==> src/assert_macros.svh <==
// Assertion macros shared by the route update RTL.
// Needs clk and rst_n in the scope of each use.
`ifndef ASSERT_MACROS_SVH
`define ASSERT_MACROS_SVH
// Checks a property on every rising clock edge outside reset.
`define DVRU_ASSERT(lbl, prop, msg) \
  lbl: assert property (@(posedge clk) disable iff (!rst_n) (prop)) else $error(msg);
`endif

==> src/dvru_pkg.sv <==
// Types and constants of the distance-vector route update block.
// Used by the cell modules and the top level; depends on nothing.
`timescale 1ns / 1ps
package dvru_pkg;
  localparam int ROW_W  = 10;
  localparam int LROW_W = 6;

  localparam logic OP_INSTALL = 1'b0;
  localparam logic OP_ADVERT  = 1'b1;

  localparam logic [2:0] OUT_INSTALLED = 3'd0;
  localparam logic [2:0] OUT_IGNORED   = 3'd1;
  localparam logic [2:0] OUT_KEPT      = 3'd2;
  localparam logic [2:0] OUT_REFRESHED = 3'd3;
  localparam logic [2:0] OUT_REPLACED  = 3'd4;
  localparam logic [2:0] OUT_ADDED     = 3'd5;
  localparam logic [2:0] OUT_FULL      = 3'd6;

  localparam logic [7:0] HOP_MAX = 8'd255;

  typedef struct packed {
    logic        act;
    logic        matched;
    logic        refreshed;
    logic        replaced;
    logic [ROW_W-1:0] idx;
    logic [7:0]  hop;
  } rwave_t;

  typedef struct packed {
    logic [31:0] addr;
    logic [31:0] nbr;
    logic [7:0]  newhop;
    logic [31:0] now;
  } rquery_t;

  typedef struct packed {
    logic        en;
    logic [ROW_W-1:0] idx;
    logic [31:0] dest;
    logic [31:0] mask;
    logic [31:0] next;
    logic [7:0]  hops;
    logic [7:0]  port;
    logic [31:0] stamp;
  } rwrite_t;

  typedef struct packed {
    logic act;
    logic hit;
  } lwave_t;

  typedef struct packed {
    logic        en;
    logic [LROW_W-1:0] idx;
    logic [31:0] net;
  } lwrite_t;
endpackage

==> src/dvru_route_cell.sv <==
// One route cell: holds a route entry and applies the passing advertisement.
// Depends on dvru_pkg.
`timescale 1ns / 1ps
module dvru_route_cell #(
  parameter int K = 0
) (
  input  logic              clk,
  input  logic              rst_n,
  input  dvru_pkg::rquery_t q,
  input  dvru_pkg::rwrite_t wr,
  input  dvru_pkg::rwave_t  wave_in,
  output dvru_pkg::rwave_t  wave_out
);
  import dvru_pkg::*;

  logic        valid_r;
  logic        up_r;
  logic [31:0] dest_r;
  logic [31:0] mask_r;
  logic [31:0] next_r;
  logic [7:0]  hops_r;
  logic [7:0]  port_r;
  logic [31:0] time_r;
  rwave_t      wave_r;
  rwave_t      wave_nxt;
  logic        hit;
  logic        do_refresh;
  logic        do_replace;
  logic        wr_here;

  assign wr_here    = wr.en && (wr.idx == ROW_W'(K));
  assign hit        = wave_in.act && !wave_in.replaced && valid_r && (dest_r == q.addr);
  assign do_refresh = hit && up_r && (next_r == q.nbr);
  assign do_replace = hit && !do_refresh && (!up_r || (q.newhop < hops_r));

  always_comb begin
    wave_nxt = wave_in;
    if (hit) begin
      wave_nxt.matched = 1'b1;
      if (do_replace) begin
        wave_nxt.replaced = 1'b1;
        wave_nxt.idx      = ROW_W'(K);
        wave_nxt.hop      = q.newhop;
      end else if (do_refresh && !wave_in.refreshed) begin
        wave_nxt.refreshed = 1'b1;
        wave_nxt.idx       = ROW_W'(K);
        wave_nxt.hop       = hops_r;
      end else if (!do_refresh && !wave_in.matched) begin
        wave_nxt.idx = ROW_W'(K);
        wave_nxt.hop = hops_r;
      end
    end
  end

  always_ff @(posedge clk) begin
    if (!rst_n) begin
      valid_r <= 1'b0;
      up_r    <= 1'b0;
      wave_r  <= '0;
    end else begin
      wave_r <= wave_nxt;
      if (wr_here) begin
        valid_r <= 1'b1;
        up_r    <= 1'b1;
      end else if (do_replace) begin
        up_r <= 1'b1;
      end
    end
  end

  always_ff @(posedge clk) begin
    if (wr_here) begin
      dest_r <= wr.dest;
      mask_r <= wr.mask;
      next_r <= wr.next;
      hops_r <= wr.hops;
      port_r <= wr.port;
      time_r <= wr.stamp;
    end else if (do_replace) begin
      next_r <= q.nbr;
      hops_r <= q.newhop;
      time_r <= q.now;
    end else if (do_refresh) begin
      time_r <= q.now;
    end
  end

  assign wave_out = wave_r;
endmodule

==> config.mk <==
export PLATFORM = sky130hd
export DESIGN_NAME = dvru_route_cell
export DESIGN_NICKNAME = d
export VERILOG_FILES = /design/src/assert_macros.svh /design/src/dvru_pkg.sv /design/src/dvru_route_cell.sv
export SDC_FILE = /design/constraint.sdc
export NUM_CORES = 1
export LEC_CHECK = 0
export ABC_CLOCK_PERIOD_IN_PS = 5000
export BUFFER_PORTS_ARGS = -buffer_cell sky130_fd_sc_hd__buf_2
export CAP_MARGIN = 15
export CELL_PAD_IN_SITES_DETAIL_PLACEMENT = 1
export CELL_PAD_IN_SITES_GLOBAL_PLACEMENT = 1
export CORE_MARGIN = 4
export CORE_UTILIZATION = 33
export DETAILED_ROUTE_END_ITERATION = 16
export HOLD_SLACK_MARGIN = 0.15
export PLACE_DENSITY_LB_ADDON = 0.1
export RECOVER_POWER = 100
export SLEW_MARGIN = 20
export SYNTH_ARGS = -nofsm -noshare
export SYNTH_HDL_FRONTEND = slang
export SYNTH_SLANG_ARGS = --single-unit
==> constraint.sdc <==
create_clock -name clk -period 5 [get_ports clk]
set_input_delay 0.75 -clock clk [delete_from_list [all_inputs] [get_ports clk]]
set_output_delay 0.75 -clock clk [all_outputs]
set_load 0.05 [all_outputs]
; ---- Yosys cells after proc, flatten, opt, wreduce, memory -nomap -nowiden
; Cells that the tools add are included.
[totals]
ram_bits = 0
register_bits = 96
output_inout_bits = 22
inputBits = 283
latch_bits = 0
mem_count = 0
word_cells = 45
mem_bits_ro = 0
[classes]
shift = 0
n_mul = 0
n_reduce_logical = 18
bitwise = 0
n_addsub = 0
eq_ne = 2
order_cmp = 1
div_mod_pow = 0
muxes = 13
[ops]
columns = op, count
row1 = 32-bit == test, 2
row2 = 32-bit two-way mux, 2
row3 = 18-bit two-way mux, 3
row4 = 21-bit two-way mux, 1
row5 = 8-bit two-way mux, 2
row6 = 1-bit logical AND, 10
row7 = 10-bit logical NOT, 1
row8 = 8-bit less-than comparator, 1
row9 = 1-bit logical NOT, 5
row10 = 1-bit two-way mux, 5
row11 = 2-bit nonzero test, 1
row12 = 1-bit logical OR, 1

; ---- Logic depth before layout (Yosys ltp)
[logic_depth]
depth_word = 12
depth_mapped = 9
mapped_depth_nobuf = 9

; ---- Worst setup path after synthesis
; Ideal clock, no wire load.
[synth_path]
kind = input -> register
from = in q[88] in the netlist's numbering
to = reg hops_r[0], enable pin
cell_stages = 7
arrival_time_ns = 3.080
required_time_ns = 4.602
setup_time_ns = 0.398
slack_ns = 1.522
n_path_buf = 1
cell_sequence = xor2_1 -> or4_4 -> nor4_4 -> and3_1 -> nand3_1 -> buf_4 -> nand2_1
[synth_via]
elab_chain_len = 8
[synth_rtl]
columns = item, line
row1 = start: declaration, dvru_route_cell.sv:9  ; input dvru_pkg::rquery_t q,
row2 = 32-bit == test (*), dvru_route_cell.sv:32  ; assign hit = wave_in.act && !wave_in.replaced && valid_r && (dest_r == q.addr);
row3 = 1-bit logical AND (*), dvru_route_cell.sv:32
row4 = 1-bit logical AND (2 in a row), dvru_route_cell.sv:33  ; assign do_refresh = hit && up_r && (next_r == q.nbr);
row5 = 1-bit logical NOT, dvru_route_cell.sv:34  ; assign do_replace = hit && !do_refresh && (!up_r || (q.newhop < hops_r));
row6 = 1-bit logical AND (*) (2 in a row), dvru_route_cell.sv:34
row7 = 2-bit nonzero test (no line) (*), -
row8 = end signal: assignment, dvru_route_cell.sv:76  ; hops_r <= wr.hops;
row9 = end signal: assignment, dvru_route_cell.sv:81  ; hops_r <= q.newhop;
row10 = end: declaration, dvru_route_cell.sv:21  ; logic [7:0] hops_r;
; Every way passes the cells marked *; elsewhere a longest branch is shown, timed or not.
; A chain may end at the register's enable or synchronous reset.

; ---- Final worst setup path
[layout_path]
from = in q[88] in the netlist's numbering
to = reg next_r[7], enable pin
[layout_via]
elab_chain_len = 8
[layout_rtl]
columns = item, line
row1 = 32-bit == test (*), dvru_route_cell.sv:32
row2 = 1-bit logical AND (*), dvru_route_cell.sv:32
row3 = 1-bit logical AND (2 in a row), dvru_route_cell.sv:33
row4 = 1-bit logical NOT, dvru_route_cell.sv:34
row5 = 1-bit logical AND (*) (2 in a row), dvru_route_cell.sv:34
row6 = 2-bit nonzero test (no line) (*), -
row7 = end signal: assignment, dvru_route_cell.sv:75  ; next_r <= wr.next;
row8 = end signal: assignment, dvru_route_cell.sv:80  ; next_r <= q.nbr;
row9 = end: declaration, dvru_route_cell.sv:20  ; logic [31:0] next_r;
; Marks and branches as above.

==> results.json <==
{
  "status": "complete, no violations",
  "final_cell_mix": "buf_2 (175), nand2_1 (125), edfxtp_1 (72)",
  "worst_slew_margin_rel_pct": 13.51,
  "slew_viol_final": 0,
  "p_sw_share_pct": 24.75,
  "fmax_mhz": 269.0,
  "place_ws_ns": 1.353,
  "regToRegSetupSlack_ns": 1.38,
  "grt_max_degree": 44,
  "worst_slack_ns": 1.282,
  "overflow": 0,
  "fp.dieW_um": 126.1,
  "pin_count": 305,
  "synth_nets": 714,
  "required_ns": 4.97,
  "drt_iter0_drc": 139,
  "critical_path_class": "input pin to flop",
  "crit_chain": "clkbuf_1, xor2_1, or4_2, nor4_1, and3_1, nand3_1, clkbuf_1, nand2_2",
  "routed_wl_um": 13490,
  "ys_seq_area_share_pct": 57.42,
  "area_growth_pct": 30.45,
  "finalHoldViolations": 0,
  "yosysWarnings": 0,
  "p_int_w": 0.001286,
  "path_max_fanout": 40,
  "grt_pass1_vias": 4186,
  "power_frac_clock_pct": 38.2,
  "max-clock-path-buffers": 2,
  "drc_errors": 0,
  "start_util_pct": 34.21,
  "critical_path.startpoint_type": "input pin",
  "rr_worst_depth": 7,
  "cp_slowest_cell": "nand2_2",
  "firstDrtPassIters": 4,
  "core.rowCount": 42,
  "fin_crit_ns": 3.718,
  "fillers": 1580,
  "nets": 917,
  "synth_top_area_cell": "edfxtp_1",
  "cts.sinks": 96,
  "drive_above_1_share_pct": 31.01,
  "setup_tns_ns": 0,
  "hold_path.class": "flop to flop",
  "critPathArrivalTime_ns": 3.68,
  "power.density_mw_per_mm2": 284.8,
  "hp-start": "valid_r",
  "tightest_slew_ns": 1.296,
  "place.gp.congestion": 0.7827,
  "grt.total_usage_pct": 17.01,
  "post_cts_resized": 0,
  "ir_worst_vdd_uv": 185.9,
  "cts_setup_buffers": 0,
  "syn_area_per_cell_um2": 10.85,
  "antenna_found_initial": 1,
  "comb_power_share_pct": 11.1,
  "synth_top_area_share_pct": 46.98,
  "cp_num_buf_inv": 2,
  "insertion_delay_ns": 0.35,
  "min_to": "valid_r",
  "cts_tree": "yes",
  "wl_per_cell_um": 16.69,
  "final_common_cell": "buf_2",
  "switchingPower_w": 0.0004231,
  "vias_per_cell": 4.687,
  "ys_ff_latch": 96,
  "clk_pin_slew_ns": 0.07,
  "rsz0062_at_grt": "no",
  "n_antenna_cell": 0,
  "placement.cell_area_mm2": 0.005794,
  "num_vias": 3787,
  "synth_area_leaders": "edfxtp_1 (47%), dfxtp_1 (10%), nand2_1 (10%), xor2_1 (10%), nor4_1 (3.1%)",
  "grt_pass1_wl_um": 21270,
  "fin_area_mm2": 0.006003,
  "numCtsBuffers": 9,
  "slowest_delay_ns": 0.85,
  "setup_viol": 0,
  "ctsHtreeMaxLevel": 3,
  "rr_startpoint": "dest_r[16]",
  "cts_root_buffer": "clkbuf_16",
  "core_region_area_mm2": 0.01345,
  "period_share_pct": 74.35,
  "port_buffers": 200,
  "worst_r2r_endpoint": "next_r[7]",
  "ys_types": 44,
  "drtAntennaViolNets": 0,
  "crit_top_cell": "clkbuf_1",
  "crit_family": "simple AND/OR/NAND/NOR gates",
  "seqPwrFrac_pct": 50.7,
  "finalClockSkew_ns": 0.007222,
  "hold_path_depth": 1,
  "ctsHoldBuffers": 0,
  "leakage_nw": 2.564,
  "dp_hpwl_um": 10530,
  "die_area_mm2": 0.01590,
  "synthCells": 424,
  "end_kind": "flop",
  "die-height_um": 126.1,
  "maxCapViolCount": 0,
  "synthesis.area_mm2": 0.004602
}
## flip-flops by register name, summed over array words and instances, names as in the netlist
| name | cells |
|---|---|
| next_r | 32 |
| hops_r | 8 |
| dest_r | 32 |
| valid_r | 1 |
| up_r | 1 |
| wave_out | 22 |
## layout make-up
type / instances / area, µm² / share of cell area, %
Tap cell: 176 / 220.2 / 3.668
Clock buffer: 10 / 229.0 / 3.814
Sequential cell: 96 / 2643 / 44.02
Multi-Input combinational cell: 305 / 1834 / 30.55
Clock inverter: 6 / 46.29 / 0.7712
Inverter: 12 / 45.04 / 0.7503
Timing Repair Buffer: 203 / 985.9 / 16.42
## synth_stat cells, drive strengths merged
library cell,instances
a211oi,1
a21o,1
a21oi,11
a31oi,1
a41oi,1
and2,11
and3,1
and4,3
and4b,1
buf,2
clkbuf,8
clkdlybuf4s50,1
clkinv,1
dfxtp,24
edfxtp,72
ha,7
inv,11
mux2i,8
nand2,126
nand2b,1
nand3,8
nand4,6
nand4b,1
nor2,4
nor3,4
nor3b,2
nor4,24
nor4b,1
nor4bb,1
o21a,3
o21ai,8
o31a,1
o31ai,1
or3,1
or4,2
or4b,1
xnor2,11
xor2,53
## logic make-up after synthesis
family | share of synthesized area [%]
AOI/OAI and AO/OA | 3.562
buffers and inverters | 2.257
xor gates and xnor gates | 12.18
muxes | 1.740
DFF | 57.42
adders and majority gates | 1.903
and+or+nand+nor | 20.94
## how the worst max path moves through the flow
stage                     cells after the start   from         end
final                                         8  q[88]   next_r[7]
after global routing                          8  q[88]  next_r[17]
after CTS                                     8  q[88]  next_r[12]
after detailed placement                      8  q[88]   next_r[7]
after global placement                        8  q[92]   next_r[7]
after floorplan                               7  q[88]   hops_r[0]
## power groups by stage
stage | clock network (W) | logic [W] | registers [W]
floorplan | 0 | 0.0000570 | 0.000918
global route | 0.000702 | 0.000211 | 0.000867
global placement | 0 | 0.000191 | 0.000884
finish | 0.000653 | 0.000189 | 0.000867
detailed placement | 0 | 0.000195 | 0.000884
CTS | 0.000671 | 0.000197 | 0.000866
## per-stage QoR
step	total power, W	hold slack [ns]	util [%]	cells
after floorplan	0.0009751	0.4618	-	424
after global placement	0.001074	0.4790	43.07	792
after detailed placement	0.001080	0.4882	43.07	792
after CTS	0.001734	0.5047	45.12	808
after global routing	0.001781	0.5450	44.62	808
final	0.001709	0.4964	44.62	808
## layer usage
| metal | GRT usage (%) | up-vias | part of all wire (%) |
|---|---|---|---|
| met1 | 21.51 | 1755 | 43 |
| met4 | 5.804 | 2 | 2.0 |
| met3 | 3.853 | 20 | 6.6 |
| li1 | - | 1885 | - |
| met2 | 28.76 | 125 | 49 |
| met5 | 0 | - | 0.089 |
Power figures use the tool's default switching activity.
