## src/assert_macros.svh

```systemverilog
// Assertion macros shared by the route update RTL.
// Needs clk and rst_n in the scope of each use.
`ifndef ASSERT_MACROS_SVH
`define ASSERT_MACROS_SVH
// Checks a property on every rising clock edge outside reset.
`define DVRU_ASSERT(lbl, prop, msg) \
  lbl: assert property (@(posedge clk) disable iff (!rst_n) (prop)) else $error(msg);
`endif

```

## src/dvru_pkg.sv

```systemverilog
// Types and constants of the distance-vector route update block.
// Used by the cell modules and the top level; depends on nothing.
`timescale 1ns / 1ps
package dvru_pkg;
  localparam int ROW_W  = 10;
  localparam int LROW_W = 6;

  localparam logic OP_INSTALL = 1'b0;
  localparam logic OP_ADVERT  = 1'b1;

  localparam logic [2:0] OUT_INSTALLED = 3'd0;
  localparam logic [2:0] OUT_IGNORED   = 3'd1;
  localparam logic [2:0] OUT_KEPT      = 3'd2;
  localparam logic [2:0] OUT_REFRESHED = 3'd3;
  localparam logic [2:0] OUT_REPLACED  = 3'd4;
  localparam logic [2:0] OUT_ADDED     = 3'd5;
  localparam logic [2:0] OUT_FULL      = 3'd6;

  localparam logic [7:0] HOP_MAX = 8'd255;

  typedef struct packed {
    logic        act;
    logic        matched;
    logic        refreshed;
    logic        replaced;
    logic [ROW_W-1:0] idx;
    logic [7:0]  hop;
  } rwave_t;

  typedef struct packed {
    logic [31:0] addr;
    logic [31:0] nbr;
    logic [7:0]  newhop;
    logic [31:0] now;
  } rquery_t;

  typedef struct packed {
    logic        en;
    logic [ROW_W-1:0] idx;
    logic [31:0] dest;
    logic [31:0] mask;
    logic [31:0] next;
    logic [7:0]  hops;
    logic [7:0]  port;
    logic [31:0] stamp;
  } rwrite_t;

  typedef struct packed {
    logic act;
    logic hit;
  } lwave_t;

  typedef struct packed {
    logic        en;
    logic [LROW_W-1:0] idx;
    logic [31:0] net;
  } lwrite_t;
endpackage

```

## src/dvru_local_cell.sv

```systemverilog
// One local-subnet cell: holds a masked subnet and checks the passing query.
// Depends on dvru_pkg.
`timescale 1ns / 1ps
module dvru_local_cell #(
  parameter int K = 0
) (
  input  logic             clk,
  input  logic             rst_n,
  input  logic [31:0]      q_net,
  input  dvru_pkg::lwrite_t wr,
  input  dvru_pkg::lwave_t wave_in,
  output dvru_pkg::lwave_t wave_out
);
  import dvru_pkg::*;

  logic        valid_r;
  logic [31:0] net_r;
  lwave_t      wave_r;
  lwave_t      wave_nxt;

  always_comb begin
    wave_nxt = wave_in;
    if (wave_in.act && valid_r && (net_r == q_net)) begin
      wave_nxt.hit = 1'b1;
    end
  end

  always_ff @(posedge clk) begin
    if (!rst_n) begin
      valid_r <= 1'b0;
      wave_r  <= '0;
    end else begin
      wave_r <= wave_nxt;
      if (wr.en && (wr.idx == LROW_W'(K))) begin
        valid_r <= 1'b1;
      end
    end
  end

  always_ff @(posedge clk) begin
    if (wr.en && (wr.idx == LROW_W'(K))) begin
      net_r <= wr.net;
    end
  end

  assign wave_out = wave_r;
endmodule

```

## config.mk

```make
export PLATFORM = sky130hd
export DESIGN_NAME = dvru_local_cell
export DESIGN_NICKNAME = d
export VERILOG_FILES = /design/src/assert_macros.svh /design/src/dvru_pkg.sv /design/src/dvru_local_cell.sv
export SDC_FILE = /design/constraint.sdc
export NUM_CORES = 1
export LEC_CHECK = 0
export CORE_ASPECT_RATIO = 0.6
export CORE_MARGIN = 4
export CORE_UTILIZATION = 35
export CTS_BUF_LIST = sky130_fd_sc_hd__clkbuf_4 sky130_fd_sc_hd__clkbuf_8
export CTS_CLUSTER_DIAMETER = 100
export DETAILED_ROUTE_END_ITERATION = 8
export DONT_BUFFER_PORTS = 1
export PLACE_DENSITY = 0.46
export SLEW_MARGIN = 20
export SYNTH_ARGS = -nofsm -noshare
export SYNTH_HDL_FRONTEND = slang
export SYNTH_SLANG_ARGS = --single-unit
```

## constraint.sdc

```tcl
create_clock -name clk -period 4.6 [get_ports clk]
set_input_delay 0.69 -clock clk [delete_from_list [all_inputs] [get_ports clk]]
set_output_delay 0.69 -clock clk [all_outputs]
set_load 0.03 [all_outputs]
```

# --- After elaboration in Yosys (flattened, before gate mapping) ---
# Index checks and enable logic that the tools add are counted.
word_totals:
  regBits: 35
  latchBits: 0
  ramBits: 0
  rom_bits: 0
  inputBits: 75
  output_inout_bits: 2
  word_cells: 10
  mem_count: 0
classes:
  n_addsub: 0
  n_mul: 0
  div_mod_pow: 0
  n_lt_le_gt_ge: 0
  eq_ne: 1
  shift: 0
  n_mux: 1
  bitwise: 0
  n_reduce_logical: 4
op_table:
  columns: ["operator", "n"]
  rows:
  - ["32-bit == test", 1]
  - ["6-bit logical NOT", 1]
  - ["1-bit logical AND", 3]
  - ["1-bit 2-to-1 mux", 1]

# --- Depth between registers and ports, before layout ---
depth:
  ltp_word: 3
  ltp_mapped: 5
  ltp_nobuf: 5

# --- Worst setup path before layout ---
# Ideal clock, no wire load.
synth_path:
  path_type: "input -> register"
  startpoint: "input port wr[33] (netlist name)"
  endpoint: "register net_r[0] (enable)"
  setup_ns: 0.393
  arrival_time_ns: 1.803
  required_time_ns: 4.207
  path_slack_ns: 2.404
  cell_stages: 2
  path_cell_list: "nor4_1 -> and3_1"
synth_between:
  elab_chain_cells: 2
synth_rtl:
  columns: ["element", "line", "rtl"]
  rows:
  - ["from (decl)", "dvru_local_cell.sv:10", "input dvru_pkg::lwrite_t wr,"]
  - ["6-bit logical NOT", "dvru_local_cell.sv:41", "if (wr.en && (wr.idx == LROW_W'(K))) begin"]
  - ["1-bit logical AND", "dvru_local_cell.sv:41", null]
  - ["to (signal assigned)", "dvru_local_cell.sv:42", "net_r <= wr.net;"]
  - ["to (decl)", "dvru_local_cell.sv:17", "logic [31:0] net_r;"]
# No other way between the ends.
# A chain may end at the register's enable or synchronous reset.

# --- Worst setup path in the final report ---
layout_path:
  startpoint: "input port wr[33] (netlist name)"
  endpoint: "register net_r[19] (enable)"
# Same word-level chain as after synthesis.

==> impl_results.html <==
<table>
<tr><th>Metric</th><th>Value</th></tr>
<tr><th colspan="2">Synthesis</th></tr>
<tr><td>Post-Syn Area</td><td>1420 um2</td></tr>
<tr><td>Most frequent cell after synthesis</td><td>sky130_fd_sc_hd__edfxtp_1</td></tr>
<tr><td>Yosys cell types</td><td>13</td></tr>
<tr><td>Post-synthesis sequential element count</td><td>35</td></tr>
<tr><td>Synthesis warning total</td><td>0</td></tr>
<tr><td>Count of flip-flops with a built-in enable after synthesis</td><td>32</td></tr>
<tr><td>Sequential fraction of the synthesis area</td><td>0.717</td></tr>
<tr><td>Synth Flop Type</td><td>sky130_fd_sc_hd__edfxtp_1</td></tr>
<tr><td>Top cells by area, synth</td><td>sky130_fd_sc_hd__edfxtp_1 (67%), sky130_fd_sc_hd__xnor2_1 (18%), sky130_fd_sc_hd__dfxtp_1 (4.2%), sky130_fd_sc_hd__nand4_1 (3.1%), sky130_fd_sc_hd__xor2_1 (1.8%)</td></tr>
<tr><td>Library cell with the largest summed area after synthesis</td><td>sky130_fd_sc_hd__edfxtp_1</td></tr>
<tr><td>Net count after synthesis</td><td>160</td></tr>
<tr><td>Average instance area after synthesis</td><td>16.8 um2</td></tr>
<tr><td>Leading post-synthesis cells by instance count</td><td>sky130_fd_sc_hd__edfxtp_1 (32), sky130_fd_sc_hd__xnor2_1 (29), sky130_fd_sc_hd__nand4_1 (7)</td></tr>
<tr><td>Proportion of netlist area held by the largest area contributor</td><td>0.675</td></tr>
<tr><td>Cell count after synthesis</td><td>85</td></tr>
<tr><td>Async SR Flop Fraction</td><td>0</td></tr>
<tr><th colspan="2">Clocking</th></tr>
<tr><td>Count of H-tree levels built during CTS</td><td>2</td></tr>
<tr><td>Number of cells upsized or downsized after cts</td><td>0</td></tr>
<tr><td>Number of CTS-inserted buffers</td><td>5</td></tr>
<tr><td>Clock slew at reported path FFs</td><td>0.07 ns</td></tr>
<tr><td>CTS tree</td><td>done</td></tr>
<tr><td>Later-pin clock latency in the skew report</td><td>0.27 ns</td></tr>
<tr><td>Maximum count of clock buffers along a single path</td><td>2</td></tr>
<tr><td>Post-CTS Setup Inserts</td><td>0</td></tr>
<tr><td>Clock tree root driver cell</td><td>sky130_fd_sc_hd__clkbuf_8</td></tr>
<tr><td>Number of sinks on the clock net</td><td>35</td></tr>
<tr><td>Post-cts hold buffer count</td><td>0</td></tr>
<tr><th colspan="2">Power and ir drop</th></tr>
<tr><td>Power density over the cells</td><td>368 nW/um2</td></tr>
<tr><td>Sum of internal, switching and leakage power</td><td>0.579 mW</td></tr>
<tr><td>Net switching power figure</td><td>0.108 mW</td></tr>
<tr><td>Worst IR drop on VDD</td><td>0.159 mV</td></tr>
<tr><td>Combinational group share of total power</td><td>0.033</td></tr>
<tr><td>Switching share of power</td><td>0.186</td></tr>
<tr><td>Fraction of power consumed by the clock network</td><td>0.357</td></tr>
<tr><td>Share of total power in sequential cells</td><td>0.610</td></tr>
<tr><td>Power Internal</td><td>0.471 mW</td></tr>
<tr><td>Pleak</td><td>0.463 nW</td></tr>
<tr><th colspan="2">Floorplan</th></tr>
<tr><td>Vertical extent of the die</td><td>57.4 um</td></tr>
<tr><td>Placement Rows</td><td>17</td></tr>
<tr><td>Horizontal die dimension</td><td>90.3 um</td></tr>
<tr><td>Core region area</td><td>3790 um2</td></tr>
<tr><td>Area of the die</td><td>5190 um2</td></tr>
<tr><td>Ports placed on the boundary</td><td>77</td></tr>
<tr><td>Initial cell density of the core</td><td>0.376</td></tr>
<tr><th colspan="2">Timing</th></tr>
<tr><td>Hold violation count in the final report</td><td>0</td></tr>
<tr><td>Highest clock frequency the design can meet</td><td>495 MHz</td></tr>
<tr><td>Setup Skew</td><td>0.00500 ns</td></tr>
<tr><td>Min cycle time layout</td><td>2.02 ns</td></tr>
<tr><td>Worst slew margin</td><td>0.522</td></tr>
<tr><td>RSZ-0062 raised after global routing</td><td>no</td></tr>
<tr><td>Setup violations, final</td><td>0</td></tr>
<tr><td>Max Slew Vio Count</td><td>0</td></tr>
<tr><td>Fin Hold WS</td><td>0.501 ns</td></tr>
<tr><td>Fraction of the cycle the final worst path needs</td><td>0.439</td></tr>
<tr><td>Fin Setup TNS</td><td>0 ns</td></tr>
<tr><td>Slew of the pin with the lowest slew margin</td><td>0.717 ns</td></tr>
<tr><td>Final critical-path setup slack</td><td>2.58 ns</td></tr>
<tr><th colspan="2">Routing</th></tr>
<tr><td>DRC viols</td><td>0</td></tr>
<tr><td>Total via count in the routed design</td><td>670</td></tr>
<tr><td>DR pass1 iterations</td><td>4</td></tr>
<tr><td>Post-detailed-route via-to-cell ratio</td><td>4.75</td></tr>
<tr><td>Detailed-route wire length per cell</td><td>18.2 um</td></tr>
<tr><td>Drt initial violations</td><td>22</td></tr>
<tr><td>Final wirelength</td><td>2570 um</td></tr>
<tr><td>Final ANT Viol Nets</td><td>0</td></tr>
<tr><th colspan="2">Setup path</th></tr>
<tr><td>Cell with the largest stage delay on the worst path</td><td>sky130_fd_sc_hd__and3_1</td></tr>
<tr><td>Worst R2R Setup Slack</td><td>3.17 ns</td></tr>
<tr><td>Largest fanout of any net on the critical path</td><td>18</td></tr>
<tr><td>Cell depth of the worst setup path</td><td>3</td></tr>
<tr><td>Startpoint of the worst-slack reg-to-reg timing path</td><td>net_r[20]$_DFFE_PP_</td></tr>
<tr><td>Critical path buffer and inverter count</td><td>1</td></tr>
<tr><td>Reg2Reg Depth</td><td>5</td></tr>
<tr><td>Crit path required time</td><td>4.56 ns</td></tr>
<tr><td>Crit end category</td><td>flop</td></tr>
<tr><td>List of cells traversed by the critical path</td><td>nor4_1 -&gt; and3_1 -&gt; buf_4</td></tr>
<tr><td>Startpoint Class</td><td>input pin</td></tr>
<tr><td>Family of cells with the greatest summed delay on the critical path</td><td>simple AND/OR/NAND/NOR gates</td></tr>
<tr><td>Arrival time worst endpoint</td><td>1.98 ns</td></tr>
<tr><td>Critical path class</td><td>input pin to flop</td></tr>
<tr><td>Start point of the critical path</td><td>wr[33]</td></tr>
<tr><td>Max incr delay on CP</td><td>0.66 ns</td></tr>
<tr><th colspan="2">Cells and area</th></tr>
<tr><td>Total of fill cells in the finished design</td><td>340</td></tr>
<tr><td>Fraction of final layout cells with drive strength greater than 1</td><td>0.106</td></tr>
<tr><td>Area grow syn2layout</td><td>10.5%</td></tr>
<tr><td>Final design instance area without fill</td><td>1570 um2</td></tr>
<tr><td>Final layout net count</td><td>168</td></tr>
<tr><td>Count of inserted antenna diode cells</td><td>0</td></tr>
<tr><th colspan="2">Place</th></tr>
<tr><td>Total placed instance area</td><td>1490 um2</td></tr>
<tr><td>Place WS</td><td>2.28 ns</td></tr>
<tr><td>Final GP Congestion</td><td>0.691</td></tr>
<tr><td>Sum of net half-perimeters after detailed placement</td><td>2160 um</td></tr>
<tr><td>Input/output buffers</td><td>0</td></tr>
<tr><th colspan="2">GRT</th></tr>
<tr><td>Total overflow reported by the global router</td><td>0</td></tr>
<tr><td>GR Util met3</td><td>0.0777</td></tr>
<tr><td>GRT Resource Usage Total</td><td>0.102</td></tr>
<tr><td>Busiest layer in global routing</td><td>met2</td></tr>
<tr><td>Largest net degree at the start of global routing</td><td>19</td></tr>
<tr><td>Via count of the first global-routing pass</td><td>759</td></tr>
<tr><td>Met2 Usage GRT</td><td>0.146</td></tr>
<tr><td>Global-route wire length before repair</td><td>3860 um</td></tr>
<tr><td>Number of antenna violations at the first check in global routing</td><td>0</td></tr>
<tr><td>Met1 Resource Use GR</td><td>0.117</td></tr>
<tr><th colspan="2">Status</th></tr>
<tr><td>Status</td><td>finished, final reports clean</td></tr>
<tr><th colspan="2">Flow run</th></tr>
<tr><td>Max-cap check violation count</td><td>0</td></tr>
<tr><th colspan="2">Min path</th></tr>
<tr><td>Worst hold path startpoint</td><td>valid_r$_SDFFE_PN0P_</td></tr>
<tr><td>Class of the tightest hold or removal check</td><td>flop to flop</td></tr>
<tr><td>WHS Path Cells</td><td>1</td></tr>
</table>
==> power by group through the flow <==
stage / combinational (mW) / sequential (mW) / clock [mW]
after global placement: 0.0190 / 0.360 / 0
after floorplan: 0.0169 / 0.359 / 0
after CTS: 0.0192 / 0.353 / 0.215
after global routing: 0.0207 / 0.353 / 0.235
final: 0.0189 / 0.353 / 0.207
after detailed placement: 0.0191 / 0.360 / 0
==> flip-flops by register name (all words and copies together) (netlist names) <==
name / flops
net_r: 32
valid_r: 1
wave_out: 2
==> per-stage QoR <==
| step | instances | utilization |
|---|---|---|
| final | 141 | 0.416 |
| after global routing | 141 | 0.416 |
| after CTS | 141 | 0.416 |
| after detailed placement | 133 | 0.394 |
| after global placement | 133 | 0.394 |
| after floorplan | 85 | - |
==> worst paths after layout <==
check,end
min reg2reg,valid_r$_SDFFE_PN0P_
max,net_r[19]$_DFFE_PP_
min,valid_r$_SDFFE_PN0P_
max reg2reg,wave_out[0]$_SDFF_PN0_
==> cell type report <==
class,instances,area (um2),area share
well taps,47,58.8,0.0374
repair buffers,1,7.51,0.00477
multi-input cells,50,403,0.256
flip-flops and latches,35,1020,0.649
clock inverters,2,7.51,0.00477
clock buffers,6,76.3,0.0485
==> layer usage <==
metal  vias to the layer above  wire length [um]
met5                         -                 0
met4                         0                12
met3                         2               380
met2                        46              1140
met1                       294              1040
li1                        328                 -
==> logic make-up (layout without fill, tap and decap cells) <==
logic type / after synthesis / in the layout / synth area share
AOI/OAI and AO/OA: 2 / 2 / 0.0167
and+or+nand+nor: 16 / 16 / 0.0694
xor gates and xnor gates: 32 / 32 / 0.197
DFF: 35 / 35 / 0.717
buffers and inverters: 0 / 9 / 0
==> cell usage in the layout (no fill, tap or decap) <==
| cell | n |
|---|---|
| sky130_fd_sc_hd__clkbuf_8 | 5 |
| sky130_fd_sc_hd__and3_1 | 1 |
| sky130_fd_sc_hd__nand3_2 | 1 |
| sky130_fd_sc_hd__nor2_1 | 1 |
| sky130_fd_sc_hd__buf_4 | 1 |
| sky130_fd_sc_hd__o41ai_2 | 1 |
| sky130_fd_sc_hd__nor4_1 | 3 |
| sky130_fd_sc_hd__o21a_1 | 1 |
| sky130_fd_sc_hd__dfxtp_1 | 3 |
| sky130_fd_sc_hd__nand4_1 | 7 |
| sky130_fd_sc_hd__xor2_1 | 3 |
| sky130_fd_sc_hd__clkinv_1 | 2 |
| sky130_fd_sc_hd__xnor2_1 | 29 |
| sky130_fd_sc_hd__edfxtp_1 | 32 |
| sky130_fd_sc_hd__clkbuf_4 | 1 |
| sky130_fd_sc_hd__and2_4 | 1 |
| sky130_fd_sc_hd__nand2_1 | 2 |
Power figures use the tool's default switching activity.
